==> config.mk <==
export PLATFORM = sky130hd
export DESIGN_NAME = angle_kalman_filter_unit
export DESIGN_NICKNAME = d
export VERILOG_FILES = /design/src/hw/rtl/kaf_pkg.sv /design/src/hw/rtl/kaf_mul.sv /design/src/hw/rtl/kaf_div.sv /design/src/hw/rtl/angle_kalman_filter_unit.sv
export SDC_FILE = /design/constraint.sdc
export NUM_CORES = 2
export LEC_CHECK = 0
export BUFFER_PORTS_ARGS = -buffer_cell sky130_fd_sc_hd__buf_4
export CAP_MARGIN = 15
export CORE_ASPECT_RATIO = 1.5
export CORE_UTILIZATION = 32
export CTS_CLUSTER_SIZE = 40
export DETAILED_ROUTE_END_ITERATION = 8
export PLACE_DENSITY_LB_ADDON = 0.05
export SLEW_MARGIN = 20
export SYNTH_ARGS = -nofsm -noshare
export SYNTH_HDL_FRONTEND = slang
export SYNTH_SLANG_ARGS = --single-unit
==> constraint.sdc <==
create_clock -name clk -period 32.7 [get_ports clk]
set_input_delay 4.905 -clock clk [delete_from_list [all_inputs] [get_ports clk]]
set_output_delay 4.905 -clock clk [all_outputs]
set_load 0.02 [all_outputs]
==> src/hw/rtl/kaf_pkg.sv <==
// ----------------------------------------------------------------------------
// kaf_pkg
// shared constants, register indexes and state types of the angle kalman filter
// ----------------------------------------------------------------------------
`default_nettype none

package kaf_pkg;

  localparam int KAF_WORD_BITS = 48;
  localparam int KAF_FRAC_BITS = 32;
  localparam int FIELD_BITS    = 48;
  localparam int NOISE_BITS    = 32;
  localparam int CFG_IDX_BITS  = 2;

  localparam logic [NOISE_BITS-1:0] ANGLE_NOISE_RST = 32'd128849019;
  localparam logic [NOISE_BITS-1:0] BIAS_NOISE_RST  = 32'd386547;
  localparam logic [NOISE_BITS-1:0] MEAS_NOISE_RST  = 32'd429497;

  localparam logic [CFG_IDX_BITS-1:0] REG_ANGLE_NOISE = 2'd0;
  localparam logic [CFG_IDX_BITS-1:0] REG_BIAS_NOISE  = 2'd1;
  localparam logic [CFG_IDX_BITS-1:0] REG_MEAS_NOISE  = 2'd2;

  // phase of the serial multiplier and divider
  typedef enum logic [1:0] {
    PH_IDLE,
    PH_RUN,
    PH_RND,
    PH_SAT
  } kaf_phase_t;

  // sequencer steps of one filter update
  typedef enum logic [3:0] {
    ST_IDLE,
    ST_M_ANG,
    ST_M_AA,
    ST_M_AB,
    ST_M_BB,
    ST_GAIN,
    ST_D_K0,
    ST_D_K1,
    ST_M_CAA,
    ST_M_CAB,
    ST_M_CBA,
    ST_M_CBB,
    ST_M_CANG,
    ST_M_CBIAS,
    ST_OUT
  } kaf_state_t;

endpackage

`default_nettype wire

==> src/hw/rtl/kaf_mul.sv <==
// ----------------------------------------------------------------------------
// kaf_mul
// bit-serial signed multiplier with round-half-away shift and saturation
// ----------------------------------------------------------------------------
`default_nettype none

module kaf_mul #(
  parameter int WORD_BITS = kaf_pkg::KAF_WORD_BITS,
  parameter int FRAC_BITS = kaf_pkg::KAF_FRAC_BITS,
  parameter int OP_BITS   = kaf_pkg::KAF_WORD_BITS
) (
  input  wire logic                        clk,
  input  wire logic                        rst_n,
  input  wire logic                        start,
  input  wire logic signed [OP_BITS-1:0]   op_a,
  input  wire logic signed [OP_BITS-1:0]   op_b,
  input  wire logic                        frac_shift,
  output logic                             done,
  output logic signed [WORD_BITS-1:0]      result
);

  localparam int PW = 2 * OP_BITS;
  localparam int CW = $clog2(OP_BITS);
  localparam logic signed [WORD_BITS-1:0] WMAX = {1'b0, {(WORD_BITS-1){1'b1}}};
  localparam logic signed [WORD_BITS-1:0] WMIN = {1'b1, {(WORD_BITS-1){1'b0}}};
  localparam logic [PW:0] HALF_F = (PW+1)'(1) << (FRAC_BITS - 1);
  localparam logic [PW:0] HALF_Q = (PW+1)'(1) << 31;

  kaf_pkg::kaf_phase_t phase_r, phase_nxt;
  logic [CW-1:0]      cnt_r;
  logic [OP_BITS-1:0] ma_r;
  logic [PW-1:0]      prod_r;
  logic [PW:0]        rnd_r;
  logic               neg_r;
  logic               frac_r;

  logic [OP_BITS-1:0] ma;
  logic [OP_BITS-1:0] mb;
  logic [OP_BITS:0]   sum;
  logic [PW:0]        wide;
  logic               big;
  logic [WORD_BITS-1:0] mag;

  assign ma   = op_a[OP_BITS-1] ? OP_BITS'(-op_a) : OP_BITS'(op_a);
  assign mb   = op_b[OP_BITS-1] ? OP_BITS'(-op_b) : OP_BITS'(op_b);
  assign sum  = {1'b0, prod_r[PW-1:OP_BITS]} + {1'b0, ma_r};
  assign wide = {1'b0, prod_r};
  assign big  = |rnd_r[PW:WORD_BITS-1];
  assign mag  = rnd_r[WORD_BITS-1:0];

  always_comb begin
    phase_nxt = phase_r;
    case (phase_r)
      kaf_pkg::PH_IDLE: if (start) phase_nxt = kaf_pkg::PH_RUN;
      kaf_pkg::PH_RUN:  if (cnt_r == CW'(OP_BITS - 1)) phase_nxt = kaf_pkg::PH_RND;
      kaf_pkg::PH_RND:  phase_nxt = kaf_pkg::PH_SAT;
      kaf_pkg::PH_SAT:  phase_nxt = kaf_pkg::PH_IDLE;
      default:          phase_nxt = kaf_pkg::PH_IDLE;
    endcase
  end

  always_comb begin
    done = (phase_r == kaf_pkg::PH_SAT);
    if (neg_r) begin
      result = big ? WMIN : -$signed(mag);
    end else begin
      result = big ? WMAX : $signed(mag);
    end
  end

  always_ff @(posedge clk) begin
    if (!rst_n) begin
      phase_r <= kaf_pkg::PH_IDLE;
    end else begin
      phase_r <= phase_nxt;
    end
    case (phase_r)
      kaf_pkg::PH_IDLE: begin
        ma_r   <= ma;
        prod_r <= {{OP_BITS{1'b0}}, mb};
        neg_r  <= op_a[OP_BITS-1] ^ op_b[OP_BITS-1];
        frac_r <= frac_shift;
        cnt_r  <= '0;
      end
      kaf_pkg::PH_RUN: begin
        prod_r <= prod_r[0] ? {sum, prod_r[OP_BITS-1:1]}
                            : {1'b0, prod_r[PW-1:1]};
        cnt_r  <= cnt_r + CW'(1);
      end
      kaf_pkg::PH_RND: begin
        rnd_r <= frac_r ? ((wide + HALF_F) >> FRAC_BITS) : ((wide + HALF_Q) >> 32);
      end
      default: begin
      end
    endcase
  end

endmodule

`default_nettype wire

==> src/hw/rtl/kaf_div.sv <==
// ----------------------------------------------------------------------------
// kaf_div
// restoring bit-serial gain divider, (num << frac) / den, saturating
// ----------------------------------------------------------------------------
`default_nettype none

module kaf_div #(
  parameter int WORD_BITS = kaf_pkg::KAF_WORD_BITS,
  parameter int FRAC_BITS = kaf_pkg::KAF_FRAC_BITS
) (
  input  wire logic                         clk,
  input  wire logic                         rst_n,
  input  wire logic                         start,
  input  wire logic signed [WORD_BITS-1:0]  num,
  input  wire logic signed [WORD_BITS-1:0]  den,
  output logic                              done,
  output logic signed [WORD_BITS-1:0]       result
);

  localparam int DW = WORD_BITS + FRAC_BITS;
  localparam int CW = $clog2(DW);
  localparam logic signed [WORD_BITS-1:0] WMAX = {1'b0, {(WORD_BITS-1){1'b1}}};
  localparam logic signed [WORD_BITS-1:0] WMIN = {1'b1, {(WORD_BITS-1){1'b0}}};

  kaf_pkg::kaf_phase_t phase_r, phase_nxt;
  logic [CW-1:0]        cnt_r;
  logic [DW-1:0]        dq_r;
  logic [WORD_BITS-1:0] rem_r;
  logic [WORD_BITS-1:0] d_r;
  logic                 neg_r;

  logic [WORD_BITS-1:0] mn;
  logic [WORD_BITS:0]   trial;
  logic [WORD_BITS:0]   diff;
  logic                 ge;
  logic                 big;
  logic [WORD_BITS-1:0] mag;

  assign mn    = num[WORD_BITS-1] ? WORD_BITS'(-num) : WORD_BITS'(num);
  assign trial = {rem_r, dq_r[DW-1]};
  assign diff  = trial - {1'b0, d_r};
  assign ge    = (trial >= {1'b0, d_r});
  assign big   = |dq_r[DW-1:WORD_BITS-1];
  assign mag   = dq_r[WORD_BITS-1:0];

  always_comb begin
    phase_nxt = phase_r;
    case (phase_r)
      kaf_pkg::PH_IDLE: if (start) phase_nxt = kaf_pkg::PH_RUN;
      kaf_pkg::PH_RUN:  if (cnt_r == CW'(DW - 1)) phase_nxt = kaf_pkg::PH_SAT;
      kaf_pkg::PH_SAT:  phase_nxt = kaf_pkg::PH_IDLE;
      default:          phase_nxt = kaf_pkg::PH_IDLE;
    endcase
  end

  always_comb begin
    done = (phase_r == kaf_pkg::PH_SAT);
    if (neg_r) begin
      result = big ? WMIN : -$signed(mag);
    end else begin
      result = big ? WMAX : $signed(mag);
    end
  end

  always_ff @(posedge clk) begin
    if (!rst_n) begin
      phase_r <= kaf_pkg::PH_IDLE;
    end else begin
      phase_r <= phase_nxt;
    end
    case (phase_r)
      kaf_pkg::PH_IDLE: begin
        dq_r  <= {mn, {FRAC_BITS{1'b0}}};
        rem_r <= '0;
        d_r   <= WORD_BITS'(den);
        neg_r <= num[WORD_BITS-1];
        cnt_r <= '0;
      end
      kaf_pkg::PH_RUN: begin
        rem_r <= ge ? diff[WORD_BITS-1:0] : trial[WORD_BITS-1:0];
        dq_r  <= {dq_r[DW-2:0], ge};
        cnt_r <= cnt_r + CW'(1);
      end
      default: begin
      end
    endcase
  end

endmodule

`default_nettype wire

==> src/hw/rtl/angle_kalman_filter_unit.sv <==
// ----------------------------------------------------------------------------
// angle_kalman_filter_unit
// two-state (angle, gyro bias) kalman filter with serial multiply and divide
// ----------------------------------------------------------------------------
// update: 10 multiplies and 2 divides in sequence, from the accepting edge to the edge
//   that loads the result register
// input: a new word is taken only in the idle step, once the result register is loaded;
//   the shared bit-serial multiplier and the bit-serial divider do every operation, and
//   a stalled result holds the sequencer in its output step and so the input
// reset: synchronous active-low, restores noise registers and estimator state
`default_nettype none

module angle_kalman_filter_unit #(
  parameter int WORD_BITS = kaf_pkg::KAF_WORD_BITS,
  parameter int FRAC_BITS = kaf_pkg::KAF_FRAC_BITS
) (
  input  wire logic                                      clk,
  input  wire logic                                      rst_n,
  // input word
  input  wire logic                                      in_valid,
  output logic                                           in_stall,
  input  wire logic signed [kaf_pkg::FIELD_BITS-1:0]     in_measured_angle,
  input  wire logic signed [kaf_pkg::FIELD_BITS-1:0]     in_measured_rate,
  input  wire logic        [kaf_pkg::NOISE_BITS-1:0]     in_time_step,
  input  wire logic                                      in_restart,
  // result word
  output logic                                           out_valid,
  input  wire logic                                      out_stall,
  output logic signed [kaf_pkg::FIELD_BITS-1:0]          out_best_angle,
  output logic signed [kaf_pkg::FIELD_BITS-1:0]          out_best_rate,
  output logic signed [kaf_pkg::FIELD_BITS-1:0]          out_bias_estimate,
  output logic                                           out_gain_fault,
  // configuration
  input  wire logic                                      cfg_we,
  input  wire logic        [kaf_pkg::CFG_IDX_BITS-1:0]   cfg_index,
  input  wire logic        [kaf_pkg::NOISE_BITS-1:0]     cfg_data
);

  localparam int W  = WORD_BITS;
  localparam int FB = kaf_pkg::FIELD_BITS;
  // multiplier operand also holds the unsigned 32-bit time step
  localparam int OP_BITS = (W > 33) ? W : 33;
  // common width for clamping between the word and the 48-bit fields
  localparam int XW = (W > FB) ? W : FB;

  localparam logic signed [W-1:0]  WMAX   = {1'b0, {(W-1){1'b1}}};
  localparam logic signed [W-1:0]  WMIN   = {1'b1, {(W-1){1'b0}}};
  localparam logic signed [W-1:0]  ZERO_W = '0;
  localparam logic signed [W-1:0]  ONE_W  = (FRAC_BITS >= W - 1) ? WMAX
                                            : (W'(1) << FRAC_BITS);
  localparam logic signed [XW-1:0] WMAX_X = XW'(WMAX);
  localparam logic signed [XW-1:0] WMIN_X = ~WMAX_X;
  localparam logic signed [XW-1:0] FMAX_X = XW'({1'b0, {(FB-1){1'b1}}});
  localparam logic signed [XW-1:0] FMIN_X = ~FMAX_X;

  // saturating word arithmetic
  function automatic logic signed [W-1:0] sat_add(logic signed [W-1:0] a,
                                                  logic signed [W-1:0] b);
    logic [W:0] s;
    s = {a[W-1], a} + {b[W-1], b};
    if (s[W] != s[W-1]) return s[W] ? WMIN : WMAX;
    return $signed(s[W-1:0]);
  endfunction

  function automatic logic signed [W-1:0] sat_sub(logic signed [W-1:0] a,
                                                  logic signed [W-1:0] b);
    logic [W:0] s;
    s = {a[W-1], a} - {b[W-1], b};
    if (s[W] != s[W-1]) return s[W] ? WMIN : WMAX;
    return $signed(s[W-1:0]);
  endfunction

  // unsigned q0.32 noise register into the word format, rounded
  function automatic logic signed [W-1:0] q32_word(logic [kaf_pkg::NOISE_BITS-1:0] v);
    logic [FRAC_BITS+32:0] full;
    logic [FRAC_BITS:0]    s;
    full = {1'b0, v, {FRAC_BITS{1'b0}}} + (FRAC_BITS+33)'(32'h8000_0000);
    s    = full[FRAC_BITS+32:32];
    if ((s >> (W - 1)) != '0) return WMAX;
    return $signed(W'(s));
  endfunction

  function automatic logic signed [W-1:0] field_in(logic signed [FB-1:0] v);
    logic signed [XW-1:0] x;
    x = XW'(v);
    if (x > WMAX_X) return WMAX;
    if (x < WMIN_X) return WMIN;
    return $signed(W'(x));
  endfunction

  function automatic logic signed [FB-1:0] field_out(logic signed [W-1:0] v);
    logic signed [XW-1:0] x;
    x = XW'(v);
    if (x > FMAX_X) return $signed(FB'(FMAX_X));
    if (x < FMIN_X) return $signed(FB'(FMIN_X));
    return $signed(FB'(x));
  endfunction

  // sequencer
  kaf_pkg::kaf_state_t state_r, state_nxt;
  logic issued_r;

  // noise registers
  logic [kaf_pkg::NOISE_BITS-1:0] angle_noise_r;
  logic [kaf_pkg::NOISE_BITS-1:0] bias_noise_r;
  logic [kaf_pkg::NOISE_BITS-1:0] meas_noise_r;

  // estimator state
  logic signed [W-1:0] ang_r, bias_r, aa_r, ab_r, ba_r, bb_r;

  // working registers of one update
  logic signed [W-1:0] meas_r, rate_r;
  logic [kaf_pkg::NOISE_BITS-1:0] dt_r;
  logic signed [W-1:0] tmp_r, err_r, e_r, p0_r, t1_r, k0_r, k1_r;
  logic                fault_r;

  // result register
  logic                 out_valid_r;
  logic signed [FB-1:0] out_angle_r, out_rate_r, out_bias_r;
  logic                 out_fault_r;

  // unit hookup
  logic                      mul_start, div_start;
  logic                      mul_done, div_done, unit_done;
  logic signed [OP_BITS-1:0] mul_a, mul_b;
  logic                      mul_frac;
  logic signed [W-1:0]       mul_res, div_res;
  logic signed [W-1:0]       div_num;
  logic                      in_acc, out_free, unit_step, div_step, gain_bad;
  logic signed [W-1:0]       qa_w, qg_w, mn_w;
  logic signed [OP_BITS-1:0] dt_op;

  assign qa_w = q32_word(angle_noise_r);
  assign qg_w = q32_word(bias_noise_r);
  assign mn_w = q32_word(meas_noise_r);
  assign dt_op = $signed(OP_BITS'({1'b0, dt_r}));

  assign in_acc    = in_valid && !in_stall;
  assign out_free  = !out_valid_r || !out_stall;
  assign unit_done = mul_done || div_done;
  // innovation denominator not positive
  assign gain_bad  = e_r[W-1] || (e_r == ZERO_W);

  // next step
  always_comb begin
    state_nxt = state_r;
    case (state_r)
      kaf_pkg::ST_IDLE:    if (in_acc) state_nxt = kaf_pkg::ST_M_ANG;
      kaf_pkg::ST_M_ANG:   if (unit_done) state_nxt = kaf_pkg::ST_M_AA;
      kaf_pkg::ST_M_AA:    if (unit_done) state_nxt = kaf_pkg::ST_M_AB;
      kaf_pkg::ST_M_AB:    if (unit_done) state_nxt = kaf_pkg::ST_M_BB;
      kaf_pkg::ST_M_BB:    if (unit_done) state_nxt = kaf_pkg::ST_GAIN;
      kaf_pkg::ST_GAIN:    state_nxt = kaf_pkg::ST_D_K0;
      kaf_pkg::ST_D_K0:    if (unit_done) state_nxt = kaf_pkg::ST_D_K1;
      kaf_pkg::ST_D_K1:    if (unit_done) state_nxt = kaf_pkg::ST_M_CAA;
      kaf_pkg::ST_M_CAA:   if (unit_done) state_nxt = kaf_pkg::ST_M_CAB;
      kaf_pkg::ST_M_CAB:   if (unit_done) state_nxt = kaf_pkg::ST_M_CBA;
      kaf_pkg::ST_M_CBA:   if (unit_done) state_nxt = kaf_pkg::ST_M_CBB;
      kaf_pkg::ST_M_CBB:   if (unit_done) state_nxt = kaf_pkg::ST_M_CANG;
      kaf_pkg::ST_M_CANG:  if (unit_done) state_nxt = kaf_pkg::ST_M_CBIAS;
      kaf_pkg::ST_M_CBIAS: if (unit_done) state_nxt = kaf_pkg::ST_OUT;
      kaf_pkg::ST_OUT:     if (out_free) state_nxt = kaf_pkg::ST_IDLE;
      default:             state_nxt = kaf_pkg::ST_IDLE;
    endcase
  end

  // step outputs: unit starts and operand selection
  always_comb begin
    in_stall  = (state_r != kaf_pkg::ST_IDLE);
    unit_step = 1'b1;
    div_step  = 1'b0;
    mul_a     = '0;
    mul_b     = '0;
    mul_frac  = 1'b0;
    div_num   = aa_r;
    case (state_r)
      kaf_pkg::ST_M_ANG: begin
        mul_a = OP_BITS'(sat_sub(rate_r, bias_r));
        mul_b = dt_op;
      end
      kaf_pkg::ST_M_AA: begin
        mul_a = OP_BITS'(tmp_r);
        mul_b = dt_op;
      end
      kaf_pkg::ST_M_AB: begin
        mul_a = OP_BITS'(sat_sub(ZERO_W, bb_r));
        mul_b = dt_op;
      end
      kaf_pkg::ST_M_BB: begin
        mul_a = OP_BITS'(qg_w);
        mul_b = dt_op;
      end
      kaf_pkg::ST_D_K0: begin
        div_step = 1'b1;
        div_num  = aa_r;
      end
      kaf_pkg::ST_D_K1: begin
        div_step = 1'b1;
        div_num  = ba_r;
      end
      kaf_pkg::ST_M_CAA: begin
        mul_a = OP_BITS'(k0_r);  mul_b = OP_BITS'(p0_r);  mul_frac = 1'b1;
      end
      kaf_pkg::ST_M_CAB: begin
        mul_a = OP_BITS'(k0_r);  mul_b = OP_BITS'(t1_r);  mul_frac = 1'b1;
      end
      kaf_pkg::ST_M_CBA: begin
        mul_a = OP_BITS'(k1_r);  mul_b = OP_BITS'(p0_r);  mul_frac = 1'b1;
      end
      kaf_pkg::ST_M_CBB: begin
        mul_a = OP_BITS'(k1_r);  mul_b = OP_BITS'(t1_r);  mul_frac = 1'b1;
      end
      kaf_pkg::ST_M_CANG: begin
        mul_a = OP_BITS'(k0_r);  mul_b = OP_BITS'(err_r); mul_frac = 1'b1;
      end
      kaf_pkg::ST_M_CBIAS: begin
        mul_a = OP_BITS'(k1_r);  mul_b = OP_BITS'(err_r); mul_frac = 1'b1;
      end
      default: unit_step = 1'b0;
    endcase
    mul_start = unit_step && !div_step && !issued_r;
    div_start = div_step && !issued_r;
  end

  kaf_mul #(
    .WORD_BITS (WORD_BITS),
    .FRAC_BITS (FRAC_BITS),
    .OP_BITS   (OP_BITS)
  ) u_mul (
    .clk        (clk),
    .rst_n      (rst_n),
    .start      (mul_start),
    .op_a       (mul_a),
    .op_b       (mul_b),
    .frac_shift (mul_frac),
    .done       (mul_done),
    .result     (mul_res)
  );

  kaf_div #(
    .WORD_BITS (WORD_BITS),
    .FRAC_BITS (FRAC_BITS)
  ) u_div (
    .clk    (clk),
    .rst_n  (rst_n),
    .start  (div_start),
    .num    (div_num),
    .den    (e_r),
    .done   (div_done),
    .result (div_res)
  );

  always_ff @(posedge clk) begin
    if (!rst_n) begin
      state_r       <= kaf_pkg::ST_IDLE;
      issued_r      <= 1'b0;
      out_valid_r   <= 1'b0;
      angle_noise_r <= kaf_pkg::ANGLE_NOISE_RST;
      bias_noise_r  <= kaf_pkg::BIAS_NOISE_RST;
      meas_noise_r  <= kaf_pkg::MEAS_NOISE_RST;
      ang_r         <= ZERO_W;
      bias_r        <= ZERO_W;
      aa_r          <= ONE_W;
      ab_r          <= ZERO_W;
      ba_r          <= ZERO_W;
      bb_r          <= ONE_W;
    end else begin
      state_r <= state_nxt;

      // one start per step, cleared when the unit hands back its result
      if (unit_done) begin
        issued_r <= 1'b0;
      end else if (mul_start || div_start) begin
        issued_r <= 1'b1;
      end

      // config writes, unknown index ignored
      if (cfg_we) begin
        case (cfg_index)
          kaf_pkg::REG_ANGLE_NOISE: angle_noise_r <= cfg_data;
          kaf_pkg::REG_BIAS_NOISE:  bias_noise_r  <= cfg_data;
          kaf_pkg::REG_MEAS_NOISE:  meas_noise_r  <= cfg_data;
          default: begin
          end
        endcase
      end

      // take a word, restart clears the estimator before the update
      if (in_acc) begin
        meas_r <= field_in(in_measured_angle);
        rate_r <= field_in(in_measured_rate);
        dt_r   <= in_time_step;
        if (in_restart) begin
          ang_r  <= ZERO_W;
          bias_r <= ZERO_W;
          aa_r   <= ONE_W;
          ab_r   <= ZERO_W;
          ba_r   <= ZERO_W;
          bb_r   <= ONE_W;
        end
      end

      case (state_r)
        // predict: angle += (rate - bias) * dt, and build qa - ab - ba on the side
        kaf_pkg::ST_M_ANG: begin
          if (mul_start) tmp_r <= sat_sub(qa_w, ab_r);
          if (mul_done) begin
            ang_r <= sat_add(ang_r, mul_res);
            tmp_r <= sat_sub(tmp_r, ba_r);
          end
        end
        kaf_pkg::ST_M_AA: if (mul_done) aa_r <= sat_add(aa_r, mul_res);
        kaf_pkg::ST_M_AB: begin
          if (mul_done) begin
            ab_r <= sat_add(ab_r, mul_res);
            ba_r <= sat_add(ba_r, mul_res);
          end
        end
        kaf_pkg::ST_M_BB: if (mul_done) bb_r <= sat_add(bb_r, mul_res);
        // innovation and denominator, keep predicted aa and ab for the correction
        kaf_pkg::ST_GAIN: begin
          err_r <= sat_sub(meas_r, ang_r);
          e_r   <= sat_add(mn_w, aa_r);
          p0_r  <= aa_r;
          t1_r  <= ab_r;
        end
        // gains are zero on a bad denominator, so the correction changes nothing
        kaf_pkg::ST_D_K0: begin
          if (div_done) begin
            k0_r    <= gain_bad ? ZERO_W : div_res;
            fault_r <= gain_bad;
          end
        end
        kaf_pkg::ST_D_K1:    if (div_done) k1_r <= fault_r ? ZERO_W : div_res;
        kaf_pkg::ST_M_CAA:   if (mul_done) aa_r <= sat_sub(aa_r, mul_res);
        kaf_pkg::ST_M_CAB:   if (mul_done) ab_r <= sat_sub(ab_r, mul_res);
        kaf_pkg::ST_M_CBA:   if (mul_done) ba_r <= sat_sub(ba_r, mul_res);
        kaf_pkg::ST_M_CBB:   if (mul_done) bb_r <= sat_sub(bb_r, mul_res);
        kaf_pkg::ST_M_CANG:  if (mul_done) ang_r <= sat_add(ang_r, mul_res);
        kaf_pkg::ST_M_CBIAS: if (mul_done) bias_r <= sat_add(bias_r, mul_res);
        default: begin
        end
      endcase

      // result register, parts the sequencer from the output side
      if (out_valid_r && !out_stall) begin
        out_valid_r <= 1'b0;
      end
      if (state_r == kaf_pkg::ST_OUT && out_free) begin
        out_valid_r <= 1'b1;
        out_angle_r <= field_out(ang_r);
        out_rate_r  <= field_out(sat_sub(rate_r, bias_r));
        out_bias_r  <= field_out(bias_r);
        out_fault_r <= fault_r;
      end
    end
  end

  assign out_valid         = out_valid_r;
  assign out_best_angle    = out_angle_r;
  assign out_best_rate     = out_rate_r;
  assign out_bias_estimate = out_bias_r;
  assign out_gain_fault    = out_fault_r;

  // a result word only comes out of the final step
  a_out_from_seq: assert property (@(posedge clk) disable iff (!rst_n)
    $rose(out_valid) |-> $past(state_r == kaf_pkg::ST_OUT))
    else $error("result word appeared outside the output step");

  // a flagged denominator leaves both gains at zero
  a_fault_zero_gain: assert property (@(posedge clk) disable iff (!rst_n)
    (state_r == kaf_pkg::ST_OUT && fault_r) |-> (k0_r == ZERO_W && k1_r == ZERO_W))
    else $error("gain not zero on denominator fault");

  // an accepted word starts the predict step next
  a_accept_starts: assert property (@(posedge clk) disable iff (!rst_n)
    (in_valid && !in_stall) |=> (state_r == kaf_pkg::ST_M_ANG))
    else $error("accepted word did not start an update");

  // the two serial units never finish together
  a_one_unit: assert property (@(posedge clk) disable iff (!rst_n)
    !(mul_done && div_done))
    else $error("multiplier and divider finished in the same cycle");

endmodule

`default_nettype wire
==> metrics <==
status=finished clean; Critical Path Start Type=register; Post-synth EDFFs=1,010; TNS Setup=0 ps; P_leak=48.71 nW; final worst slack=23,670 ps; Avg Cell Area, Syn=8.502 um2; YS warnings=0; Placed Area=between 0.1 and 0.15 mm2; layout cell share with drive strength beyond 1=0.09165; Synth top area share=0.2782; max frequency=around 110 MHz; initial antenna violation count=60; DR vias=103,600; Largest Register=u_mul.prod_r; Slew @ Worst Pin=approximately 1300 ps; dpl ws=23,730 ps; Crit path top cell by count=a31oi_1; crit path buf inv count=4; I/O pin count=315; die height=about 720 um; clock share of power=0.255; crit-path max cell delay=roughly 940 ps; root buffer cell=clkbuf_16; Post-synth ARST share=0; total gr overflow=0; FILL cells=34,960; Initial Utilization=0.3213; WL final=between 500,000 and 600,000 um; switching share of power=0.4566; register area share after synthesis=0.3506; Post-CTS Setup Bufs=0; count leader, synth=a21oi_1; Remaining DRCs=0; Pre-antenna DRT Iters=8; RePlAce Congestion=slightly above 1; Top Family by Delay on Critical Path=compound AO/OA/AOI/OAI gates; H-tree depth=4; largest net degree at the start of global routing=140; min cycle time layout=9026 ps; die area=0.3431 mm2; Gates resized, CTS repair=0; Setup Crit Path Kind=reg -> reg; first-pass GRT wire length=785,600 um; Yosys top cell by area=edfxtp_1; # hold bufs at CTS=0; count of input and output buffers=314; area delta synth->final=12.83%; CP Max Fanout=65; Hold Path Class=reg -> reg; final hold vios=0; syn nets=approximately 14,000; combinational share of power=0.458; dpl hpwl=443,200 um; sequential share of power=0.287; Row Count=262; Core ar.=0.3393 mm2; vias in the first global route=100,200; top cells by count, synth=a21oi_1, nand2_1, nor2_1, edfxtp_1, o21ai_0; Largest register FFs=96; Req. time, crit path=33,470 ps; number of routed nets with antenna violations=0; flops & latches, synth=1,404; Largest regs=u_mul.prod_r x96, u_div.dq_r x80, u_mul.rnd_r x65; clk sink count=around 1,400; Pwr per Cell Area=63.94 mW/mm2; CP Cell Sequence=nor4_1, nand3_1, or4_2, buf_4, inv_1, nand2_1, a21oi_4, buf_4, inv_1, ha_1, o21bai_1, a21oi_1, nor2_1, a21oi_1, a31oi_1, a31oi_1, o31a_1, a31oi_1, a2111oi_0, nor2_1, mux2_2, nand2_1, o211ai_1; Cell variety after synth=110; WP data arrival=9800 ps; CTS Buf Count=175; period utilization=0.2760; Top FF cell, synth=edfxtp_1; Max transition margin=0.1456; wire per inst=32.73 um; Slowest-stage cell, CP=mux2_2; Max Cap Viol=0; final net count=~14,000; critical path endpoint category=register; CTS tree=yes; max-slew violations=0; worst skew pair latency=900 ps; Final setup viols=0; RSZ-0062 raised after global routing=false; post-route clock skew=50.07 ps; clock-pin slew on the worst setup and hold paths=60 ps; clk buf depth=4; final instance area=0.1230 mm2; Peak supply drop=0.05248 mV; Net Switching=roughly 3.6 mW; Via density=about 5.9; Global Route Usage Sum=0.3229; die width=roughly 480 um; Area contributors post-synth=edfxtp_1, ha_1, dfxtp_1; Mapped Area=0.1090 mm2; Mapped Cells=12,820; P_int=4.274 mW; Starting DRT DRC Count=just under 10,000
area by class of cell:
cell class / count / area [um2] / area share
clock inverter: 81 / 799.5 / 0.006500
tap: 4488 / 5615 / 0.04565
antenna: 57 / 142.6 / 0.001160
timing repair buffer: 659 / 4975 / 0.04044
inverter: 647 / 2446 / 0.01989
multi-input combinational: 9942 / 66030 / 0.5368
clock buffer: 230 / 4771 / 0.03879
sequential: 1404 / 38220 / 0.3107
power groups by stage:
| stage | registers, mW | logic, mW | clock network, mW |
|---|---|---|---|
| final | 2.26 | 3.60 | 2.01 |
| after global routing | 2.27 | 3.77 | 2.09 |
| after CTS | 2.26 | 3.52 | 2.05 |
| after detailed placement | 2.29 | 3.50 | 0 |
| after global placement | 2.30 | 3.51 | 0 |
| after floorplan | 2.22 | 2.06 | 0 |
cells in the final DEF, fill, tap and decap left out, types with 116 or more instances in the layout:
cell       synthesis  routed
dfxtp_1          394     391
o21ai_0          886     881
o21bai_1         156     156
nand3_1          286     285
o21a_1           116     116
nand2b_1         134     134
clkbuf_16          0     179
a31oi_1          122     119
buf_4              0     654
a21oi_1         1470    1459
edfxtp_1        1010    1010
and3_1           122     119
nor2b_1          189     188
xor2_1           331     310
a211oi_1         216     215
ha_1             840     836
nor3_1           276     271
nand2_1         1081    1078
nor2_1          1042    1031
xnor2_1          646     629
a21o_1           334     334
inv_1            643     642
metrics by stage:
stage	cells	utilization	power [mW]	hold WS [ps]
3_3_place_gp	17140	0.3455	5.801	434.1
5_1_grt	17480	0.3623	8.131	462.8
2_1_floorplan	12820	-	4.276	426.8
6_report	17510	0.3625	7.865	445.6
4_1_cts	17450	0.3620	7.827	448.0
3_5_place_dp	17140	0.3456	5.795	435.0
per-layer routing:
| layer | share of wire | GRT usage | vias to the layer above |
|---|---|---|---|
| met5 | 0.00033 | 0 | - |
| met4 | 0.092 | 0.2564 | 28 |
| met3 | 0.065 | 0.05335 | 1263 |
| met2 | 0.45 | 0.5219 | 4313 |
| met1 | 0.39 | 0.3796 | 51150 |
| li1 | - | - | 46800 |
cell families after synthesis:
logic type	Yosys count	synth area share
AOI/OAI and AO/OA	4233	0.2444
buffers and inverters	1476	0.05137
xor gates and xnor gates	977	0.07849
adders and majority gates	874	0.1011
DFF	1404	0.3506
muxes	113	0.01055
and+or+nand+nor	3745	0.1635
worst paths after layout:
kind	start	cells past startpoint	end	slack, ps
hold reg to reg	e_r[7]$_DFFE_PP_	0	u_div.d_r[7]$_DFFE_PP_	450
setup reg to reg	u_mul.rnd_r[59]$_DFFE_PP_	23	ba_r[21]$_SDFF_PN0_	23670
hold / removal	e_r[7]$_DFFE_PP_	0	u_div.d_r[7]$_DFFE_PP_	450
setup / recovery	u_mul.rnd_r[59]$_DFFE_PP_	23	ba_r[21]$_SDFF_PN0_	23670
Power figures use the tool's default switching activity.
